**src/rtl/core/psc_pkg.sv**
```systemverilog
// ----------------------------------------------------------------------------
// psc_pkg
// Shared types, signature patterns and codes for the payload signature
// classifier.
// ----------------------------------------------------------------------------
package psc_pkg;

	localparam int HIST_DEPTH = 12;
	localparam int SCAN_END   = 50;
	localparam int HDR_LEN    = 20;
	localparam int SHORT_LEN  = 7;
	localparam int LONG_LEN   = 12;

	localparam logic [7:0] AT_SIGN = 8'h40;

	localparam logic [31:0] SUBNET_LOW_RST  = 32'd3702856924;
	localparam logic [31:0] SUBNET_HIGH_RST = 32'd3702856942;

	// fixed header: 0C 00 00 00 01 01 00 00 06 00, then ten zero bytes
	localparam logic [7:0] HDR_PATTERN [HDR_LEN] = '{
		8'h0C, 8'h00, 8'h00, 8'h00, 8'h01, 8'h01, 8'h00, 8'h00, 8'h06, 8'h00,
		8'h00, 8'h00, 8'h00, 8'h00, 8'h00, 8'h00, 8'h00, 8'h00, 8'h00, 8'h00
	};

	localparam logic [7:0] SHORT_TEXT [SHORT_LEN] = '{
		8'h31, 8'h36, 8'h33, 8'h2E, 8'h63, 8'h6F, 8'h6D
	};

	localparam logic [7:0] LONG_TEXT [LONG_LEN] = '{
		8'h70, 8'h6F, 8'h70, 8'h6F, 8'h2E, 8'h31, 8'h36, 8'h33, 8'h2E, 8'h63, 8'h6F, 8'h6D
	};

	typedef enum logic {
		CFG_SUBNET_LOW  = 1'b0,
		CFG_SUBNET_HIGH = 1'b1
	} cfg_index_t;

	typedef enum logic [1:0] {
		KIND_NONE   = 2'd0,
		KIND_HEADER = 2'd1,
		KIND_RANGE  = 2'd2,
		KIND_DOMAIN = 2'd3
	} match_kind_t;

	typedef struct packed {
		logic [7:0]  data_byte;
		logic        last_byte;
		logic [15:0] payload_len;
		logic        is_tcp;
		logic [31:0] dest_addr;
		logic        peer_marked;
	} psc_item_t;

	typedef struct packed {
		logic        detected;
		match_kind_t kind;
	} psc_verdict_t;

endpackage

```
**src/rtl/core/psc_match.sv**
```systemverilog
// ----------------------------------------------------------------------------
// psc_match
// Per-packet match state and verdict logic; consumes one byte per step.
// ----------------------------------------------------------------------------
module psc_match
	import psc_pkg::*;
(
	input  logic         clk,
	input  logic         arst_n,
	input  logic         step,
	input  psc_item_t    item,
	input  logic [31:0]  subnet_low,
	input  logic [31:0]  subnet_high,
	output psc_verdict_t verdict
);

	localparam logic [15:0] POS_MAX      = 16'hFFFF;
	localparam logic [15:0] LONG_MIN_POS = 16'(2 * LONG_LEN + 2);
	localparam logic [15:0] SHORT_MIN_POS = 16'(3 * SHORT_LEN);
	localparam logic [15:0] LONG_END_POS  = 16'(SCAN_END + LONG_LEN);
	localparam logic [15:0] SHORT_END_POS = 16'(SCAN_END + SHORT_LEN);

	logic [15:0] pos_q;
	logic [7:0]  recent_q [HIST_DEPTH];
	logic        hdr_ok_q;
	logic [31:0] len_word_q;
	logic        marker_zero_q;
	logic        domain_q;

	logic [7:0]  win [HIST_DEPTH + 1];
	logic        in_len;
	logic        hdr_ok_d;
	logic [31:0] len_word_d;
	logic        marker_zero_d;
	logic        domain_d;
	logic        long_hit;
	logic        short_hit;
	logic        in_subnet;

	always_comb begin
		win[0] = item.data_byte;
		for (int k = 1; k <= HIST_DEPTH; k++) begin
			win[k] = recent_q[k-1];
		end
	end

	always_comb begin
		in_len = pos_q < item.payload_len;

		long_hit = (pos_q >= LONG_MIN_POS) && (pos_q < LONG_END_POS) &&
			(win[LONG_LEN] == AT_SIGN);
		for (int i = 0; i < LONG_LEN; i++) begin
			if (win[LONG_LEN-1-i] != LONG_TEXT[i]) begin
				long_hit = 1'b0;
			end
		end

		short_hit = (pos_q >= SHORT_MIN_POS) && (pos_q < SHORT_END_POS) &&
			(({1'b0, pos_q} + 17'd2) <= {1'b0, item.payload_len}) &&
			(win[SHORT_LEN] == AT_SIGN);
		for (int i = 0; i < SHORT_LEN; i++) begin
			if (win[SHORT_LEN-1-i] != SHORT_TEXT[i]) begin
				short_hit = 1'b0;
			end
		end

		hdr_ok_d      = hdr_ok_q;
		len_word_d    = len_word_q;
		marker_zero_d = marker_zero_q;
		domain_d      = domain_q;
		if (in_len) begin
			if ((pos_q < 16'(HDR_LEN)) && (item.data_byte != HDR_PATTERN[pos_q[4:0]])) begin
				hdr_ok_d = 1'b0;
			end
			if (pos_q < 16'd4) begin
				case (pos_q[1:0])
					2'd0:    len_word_d[7:0]   = item.data_byte;
					2'd1:    len_word_d[15:8]  = item.data_byte;
					2'd2:    len_word_d[23:16] = item.data_byte;
					default: len_word_d[31:24] = item.data_byte;
				endcase
			end
			if (((pos_q == 16'd12) || (pos_q == 16'd13)) && (item.data_byte != 8'd0)) begin
				marker_zero_d = 1'b0;
			end
			if (long_hit || short_hit) begin
				domain_d = 1'b1;
			end
		end
	end

	// verdict from the state as it stands after this byte
	always_comb begin
		in_subnet = (item.dest_addr >= subnet_low) && (item.dest_addr <= subnet_high);
		verdict.detected = 1'b1;
		if (item.is_tcp && (item.payload_len == 16'(HDR_LEN)) && hdr_ok_d) begin
			verdict.kind = KIND_HEADER;
		end else if (item.is_tcp && item.peer_marked && in_subnet) begin
			verdict.kind = KIND_RANGE;
		end else if ((item.payload_len > 16'd13) && (len_word_d == {16'd0, item.payload_len}) &&
			marker_zero_d && domain_d) begin
			verdict.kind = KIND_DOMAIN;
		end else begin
			verdict.kind     = KIND_NONE;
			verdict.detected = 1'b0;
		end
	end

	always_ff @(posedge clk or negedge arst_n) begin
		if (!arst_n) begin
			pos_q         <= '0;
			hdr_ok_q      <= 1'b1;
			len_word_q    <= '0;
			marker_zero_q <= 1'b1;
			domain_q      <= 1'b0;
			for (int k = 0; k < HIST_DEPTH; k++) begin
				recent_q[k] <= '0;
			end
		end else if (step) begin
			if (item.last_byte) begin
				// drop all packet state after the verdict
				pos_q         <= '0;
				hdr_ok_q      <= 1'b1;
				len_word_q    <= '0;
				marker_zero_q <= 1'b1;
				domain_q      <= 1'b0;
				for (int k = 0; k < HIST_DEPTH; k++) begin
					recent_q[k] <= '0;
				end
			end else begin
				if (pos_q != POS_MAX) begin
					pos_q <= pos_q + 16'd1;
				end
				hdr_ok_q      <= hdr_ok_d;
				len_word_q    <= len_word_d;
				marker_zero_q <= marker_zero_d;
				domain_q      <= domain_d;
				recent_q[0]   <= item.data_byte;
				for (int k = 1; k < HIST_DEPTH; k++) begin
					recent_q[k] <= recent_q[k-1];
				end
			end
		end
	end

endmodule

```
**src/rtl/core/payload_signature_classifier_core.sv**
```systemverilog
// ----------------------------------------------------------------------------
// payload_signature_classifier_core
// Streams packet payload bytes and returns one verdict per packet.
// ----------------------------------------------------------------------------
// Takes one payload byte per transfer, with the packet's metadata alongside,
// and returns one verdict (detected, match_kind) on the transfer that follows
// the packet's last byte. A new byte is accepted every cycle while the input
// is not stalled; each byte passes through the input register while the match
// logic updates the packet state, and the verdict for the last byte lands in
// the output register. The input stalls only when a verdict is due while the
// previous verdict still waits in the output register. The subnet range
// registers must be written while no packet is in flight; a zero-length
// packet is one transfer with last_byte set.
// ----------------------------------------------------------------------------
module payload_signature_classifier_core
	import psc_pkg::*;
(
	input  logic        clk,
	input  logic        arst_n,
	// configuration
	input  logic        cfg_wr_en,
	input  logic        cfg_index,
	input  logic [31:0] cfg_wdata,
	// byte input
	input  logic        in_valid,
	output logic        in_stall,
	input  logic [7:0]  data_byte,
	input  logic        last_byte,
	input  logic [15:0] payload_len,
	input  logic        is_tcp,
	input  logic [31:0] dest_addr,
	input  logic        peer_marked,
	// verdict output
	output logic        out_valid,
	input  logic        out_stall,
	output logic        detected,
	output logic [1:0]  match_kind
);

	logic [31:0]  subnet_low_q;
	logic [31:0]  subnet_high_q;

	psc_item_t    item_s1;
	logic         valid_s1;
	logic         out_valid_q;
	psc_verdict_t verdict_q;
	psc_verdict_t verdict;

	logic         advance;
	logic         step;
	logic         in_xfer;

	// Configuration registers: plain writes, no read-back.
	always_ff @(posedge clk or negedge arst_n) begin
		if (!arst_n) begin
			subnet_low_q  <= SUBNET_LOW_RST;
			subnet_high_q <= SUBNET_HIGH_RST;
		end else if (cfg_wr_en) begin
			case (cfg_index_t'(cfg_index))
				CFG_SUBNET_LOW:  subnet_low_q  <= cfg_wdata;
				CFG_SUBNET_HIGH: subnet_high_q <= cfg_wdata;
				default: ;
			endcase
		end
	end

	// A byte without a verdict always moves on; a last byte needs the
	// output register free or being emptied this cycle.
	assign advance  = !item_s1.last_byte || !out_valid_q || !out_stall;
	assign step     = valid_s1 && advance;
	assign in_stall = valid_s1 && !advance;
	assign in_xfer  = in_valid && !in_stall;

	// Input register: hold while stalled, load on every transfer.
	always_ff @(posedge clk or negedge arst_n) begin
		if (!arst_n) begin
			valid_s1 <= 1'b0;
		end else if (!in_stall) begin
			valid_s1 <= in_valid;
		end
	end

	always_ff @(posedge clk) begin
		if (in_xfer) begin
			item_s1.data_byte   <= data_byte;
			item_s1.last_byte   <= last_byte;
			item_s1.payload_len <= payload_len;
			item_s1.is_tcp      <= is_tcp;
			item_s1.dest_addr   <= dest_addr;
			item_s1.peer_marked <= peer_marked;
		end
	end

	psc_match u_match (
		.clk         (clk),
		.arst_n      (arst_n),
		.step        (step),
		.item        (item_s1),
		.subnet_low  (subnet_low_q),
		.subnet_high (subnet_high_q),
		.verdict     (verdict)
	);

	// Output register: load a verdict on the last byte, clear once taken.
	always_ff @(posedge clk or negedge arst_n) begin
		if (!arst_n) begin
			out_valid_q <= 1'b0;
		end else if (step && item_s1.last_byte) begin
			out_valid_q <= 1'b1;
		end else if (!out_stall) begin
			out_valid_q <= 1'b0;
		end
	end

	always_ff @(posedge clk) begin
		if (step && item_s1.last_byte) begin
			verdict_q <= verdict;
		end
	end

	assign out_valid  = out_valid_q;
	assign detected   = verdict_q.detected;
	assign match_kind = verdict_q.kind;

endmodule
```
**config.mk**
```make
export PLATFORM = sky130hd
export DESIGN_NAME = payload_signature_classifier_core
export DESIGN_NICKNAME = d
export VERILOG_FILES = /design/src/rtl/core/psc_pkg.sv /design/src/rtl/core/psc_match.sv /design/src/rtl/core/payload_signature_classifier_core.sv
export SDC_FILE = /design/constraint.sdc
export NUM_CORES = 1
export LEC_CHECK = 0
export ABC_CLOCK_PERIOD_IN_PS = 11750
export BUFFER_PORTS_ARGS = -buffer_cell sky130_fd_sc_hd__buf_2
export CELL_PAD_IN_SITES_DETAIL_PLACEMENT = 1
export CELL_PAD_IN_SITES_GLOBAL_PLACEMENT = 2
export CORE_MARGIN = 2
export CORE_UTILIZATION = 44
export CTS_BUF_LIST = sky130_fd_sc_hd__clkbuf_4
export CTS_CLUSTER_SIZE = 25
export DETAILED_ROUTE_END_ITERATION = 6
export PLACE_DENSITY_LB_ADDON = 0.05
export SLEW_MARGIN = 20
export SYNTH_ARGS = -nofsm -noshare
export SYNTH_HDL_FRONTEND = slang
export SYNTH_SLANG_ARGS = --single-unit
```
**constraint.sdc**
```tcl
create_clock -name clk -period 11.75 [get_ports clk]
set_input_delay 1.7625 -clock clk [delete_from_list [all_inputs] [get_ports clk]]
set_output_delay 1.7625 -clock clk [all_outputs]
set_load 0.01 [all_outputs]
```
==> summary.txt <==
Synthesis
  • #FFs+latches synth: 275
  • Dominant register cell in the synthesized netlist: sky130_fd_sc_hd__dfrtp_1
  • Top cells by area in the synthesized netlist: sky130_fd_sc_hd__dfrtp_1 (30%), sky130_fd_sc_hd__edfxtp_1 (13%), sky130_fd_sc_hd__ha_1 (8.8%)
  • Dominant cell by count in the synthesized netlist: sky130_fd_sc_hd__nand2_1
  • Count of cell types in the netlist: 75
  • List of most frequent post-synthesis cells: sky130_fd_sc_hd__nand2_1 (312), sky130_fd_sc_hd__dfrtp_1 (174), sky130_fd_sc_hd__ha_1 (102), sky130_fd_sc_hd__o21ai_0 (98), sky130_fd_sc_hd__inv_1 (96)
  • Syn Inst Count: between 1000 and 1500
  • Share of Yosys cell area claimed by the top area cell type: 29.9%
  • Post-synth EDFFs: 62
  • FFs w/ async S/R, synth: ~77%
  • Syn. warnings: 0
  • Synth Area per Inst: 10.0 um^2
  • Post-synthesis cell type with the largest combined area: sky130_fd_sc_hd__dfrtp_1
  • Sequential element share of the synthesized area: 49.8%
  • Cell Area, Synth: 0.0145 mm^2
  • Number of nets produced by synthesis: 1652

Critical path
  • Number of buffers and inverters on the critical path: 0
  • Critical path's slowest cell: sky130_fd_sc_hd__dfrtp_1
  • CP Cell Sequence: ha_1 -> nand4_1 -> nor2_1 -> and3_1 -> nand3_1 -> xnor2_1 -> ha_1 -> and3_1 -> a2111oi_0 -> nand4b_1 -> a31oi_1 -> or2b_2 -> or4b_1 -> o21ai_1
  • Family with the most delay on the worst path: simple AND/OR/NAND/NOR gates
  • CP max FO: 13
  • Data arrival time at the worst-slack endpoint: 5110 ps
  • Required time at the endpoint of the critical path: 12330 ps
  • Worst Path Class, Setup: reg2reg
  • Critical path startpoint category: register
  • Delay of the slowest critical-path stage: 660 ps
  • Crit path capture type: register

Run status
  • Outcome: finished, final reports clean

Clock network
  • Skew-Pair Late Insertion Delay: 740 ps
  • Post-CTS setup repair buffer count: 0
  • Hold bufs inserted after CTS: 0
  • Number of gates resized after cts: 0
  • Clock root cell: sky130_fd_sc_hd__clkbuf_4
  • Clock slew at the register clock pins of the worst setup and hold paths: 70 ps
  • Buffer levels on the longest clock path: 3
  • Number of buffers created by CTS: around 80
  • Clk sinks: 275
  • CTS H-tree depth: 3
  • CTS tree: done

Placement
  • Placer Congestion: 0.887
  • HPWL reported at the end of detailed placement: between 20 and 30 mm
  • Count of input and output buffers: 101
  • Placed cell count: 1940

Timing
  • Final max-slew violation count: 0
  • Final hold violation count: 0
  • Total negative slack: 0 ps
  • Setup skew after layout: 39.3 ps
  • Final setup viols: 0
  • Remaining max-slew budget at the tightest pin: 29.9%
  • Maximum achievable frequency: 221 MHz
  • Slew at the pin with the worst max-slew slack: 1050 ps
  • Setup repair after global routing missed its margin: no
  • Min Clock Period, post-route: about 4500 ps
  • Share of the clock period used by the worst path after layout: 38.6%

Detailed routing
  • Routed via count divided by cell count: 5.40
  • Antenna Nets Post-Route: 0
  • Initial drt markers: 657
  • Vias after detailed routing: 11300
  • Highest routed metal layer: met4
  • Routed met2 length: roughly 18 mm
  • Remaining routing DRC violations: 0
  • Met3 layer wire length in the routed design: between 1.5 and 2 mm
  • Average wire per cell in the routed design: 19.0 um
  • Number of iterations in the first detailed-routing pass: 6
  • Routed metal-1 wire length: about 19 mm
  • Final WL: 39.9 mm

Pwr
  • Total power density per cell area: 153 mW/mm^2
  • Max IR drop VDD: around 74 uV
  • Standby leakage power: between 7 and 8 nW
  • Final Total Pwr: about 0.0025 W

GRT
  • Number of global-route vias before repair: 12000
  • Wire length of the first global-routing pass: between 60 and 70 mm
  • Largest net degree at the start of global routing: 107
  • Antenna violations before repair: 2
  • Final global-route overflow total: 0
  • Global-route usage over all layers: 24.2%

Die
  • Die boundary width: around 190 um
  • FP Rows: 66
  • Number of top-level pins: 102
  • Die Area: 0.0345 mm^2
  • Vert. Die Dim: 186 um
  • Area of the core: 0.0325 mm^2
  • Initial Utilization: 44.7%

Layout
  • Post-synthesis to final-layout area growth: 13.9%
  • Final standard cell count with taps included and fillers excluded: about 2100
  • Fillers: 3746
  • Share of layout cells above drive strength 1: between 20% and 30%
  • Final standard cell utilization of the core: 50.9%
  • Net count reported at finish: between 1500 and 2000

Min path
  • Type of the worst min-delay path: reg2reg

Job
  • Maxcap violations: 0
-- tightest hold or removal path, cell delays in order (launching register included) --
cell and delay, ps:
sky130_fd_sc_hd__dfrtp_1 340, sky130_fd_sc_hd__nand2_1 50, sky130_fd_sc_hd__nand2_1 50
-- power by group --
group / total (W) / internal (W) / leakage (nW) / switching, W
logic: 0.000400 / 0.000161 / 3.81 / 0.000239
clock network: 0.00100 / 0.000574 / 0.683 / 0.000428
registers: 0.00113 / 0.00107 / 3.36 / 0.0000652
-- layout make-up --
type	count	area, um^2	share of cell area (%)
Antenna cell	2	5.00	0.0302
Timing Repair Buffer	109	576	3.47
Sequential cell	275	7240	43.7
Clock inverter	19	158	0.951
Multi-Input combinational cell	1018	6690	40.4
Clock buffer	132	991	5.98
Inverter	96	360	2.17
Tap cell	442	553	3.34
-- cells in the final DEF (no fill, tap or decap), types with 6 or more instances in the layout --
master,netlist,layout
sky130_fd_sc_hd__mux2i_1,11,11
sky130_fd_sc_hd__nand4_1,32,32
sky130_fd_sc_hd__clkbuf_4,0,132
sky130_fd_sc_hd__dfstp_2,39,39
sky130_fd_sc_hd__a21oi_1,33,33
sky130_fd_sc_hd__inv_1,96,96
sky130_fd_sc_hd__a31oi_1,7,7
sky130_fd_sc_hd__and3_1,7,7
sky130_fd_sc_hd__nor3_1,20,20
sky130_fd_sc_hd__o21ai_0,98,98
sky130_fd_sc_hd__nand4b_1,6,6
sky130_fd_sc_hd__nand3_1,22,22
sky130_fd_sc_hd__o21a_1,7,7
sky130_fd_sc_hd__and4_1,8,8
sky130_fd_sc_hd__o211ai_1,10,10
sky130_fd_sc_hd__nor2_1,39,39
sky130_fd_sc_hd__nor4_1,22,22
sky130_fd_sc_hd__edfxtp_1,62,62
sky130_fd_sc_hd__ha_1,102,102
sky130_fd_sc_hd__dfrtp_1,174,173
sky130_fd_sc_hd__a211oi_1,9,9
sky130_fd_sc_hd__clkinv_1,0,11
sky130_fd_sc_hd__nand2b_1,14,14
sky130_fd_sc_hd__nor2b_1,7,6
sky130_fd_sc_hd__xor2_1,20,20
sky130_fd_sc_hd__mux2_2,37,37
sky130_fd_sc_hd__nor4bb_1,9,9
sky130_fd_sc_hd__xnor2_1,21,21
sky130_fd_sc_hd__nand3b_1,89,89
sky130_fd_sc_hd__buf_4,1,8
sky130_fd_sc_hd__nand2_1,312,311
sky130_fd_sc_hd__buf_2,2,100
-- per-stage QoR --
step                worst slack (ps)  hold WS [ps]  cell area (um^2)
floorplan                       7710           431             14500
global placement                7370           453             15400
detailed placement              7260           461             15400
CTS                             7230           475             16600
global route                    6760           503             16600
finish                          7220           470             16600
-- state kept, by name, indices dropped and copies added, names as in the netlist --
register	cells
item_s1	59
u_match.marker_zero_q	1
u_match.len_word_q	32
subnet_low_q	32
out_valid	1
detected	1
u_match.recent_q	96
u_match.hdr_ok_q	1
u_match.pos_q	16
subnet_high_q	32
u_match.domain_q	1
valid_s1	1
match_kind	2
-- logic make-up after synthesis --
kind of cell	after synthesis	share of synthesized area (%)
simple gates	616	22.1
flops	275	49.8
compound gates	211	8.91
buf+inv	160	4.39
fa+ha+maj	102	8.77
mux	48	3.62
xor+xnor	41	2.47
-- worst paths after layout --
check / startpoint / to / slack (ps) / depth (start not counted)
setup / recovery: u_match.pos_q[2] / match_kind[1] / 7220 / 14
hold / removal: u_match.recent_q[5] / u_match.recent_q[5] / 470 / 2
min in group asynchronous: arst_n / subnet_low_q[9] / 1000 / 1
setup reg to reg: u_match.pos_q[2] / match_kind[1] / 7220 / 14
hold reg to reg: u_match.recent_q[5] / u_match.recent_q[5] / 470 / 2
max in group asynchronous: arst_n / u_match.recent_q[47] / 9290 / 2
-- per-layer routing --
layer / vias up / global-route usage (%)
li1: 5415 / -
met1: 5560 / 33.3
met2: 251 / 38.3
met3: 72 / 5.09
met4: 0 / 7.43
met5: - / 0
Note: power is estimated with default switching activity, not from simulation.
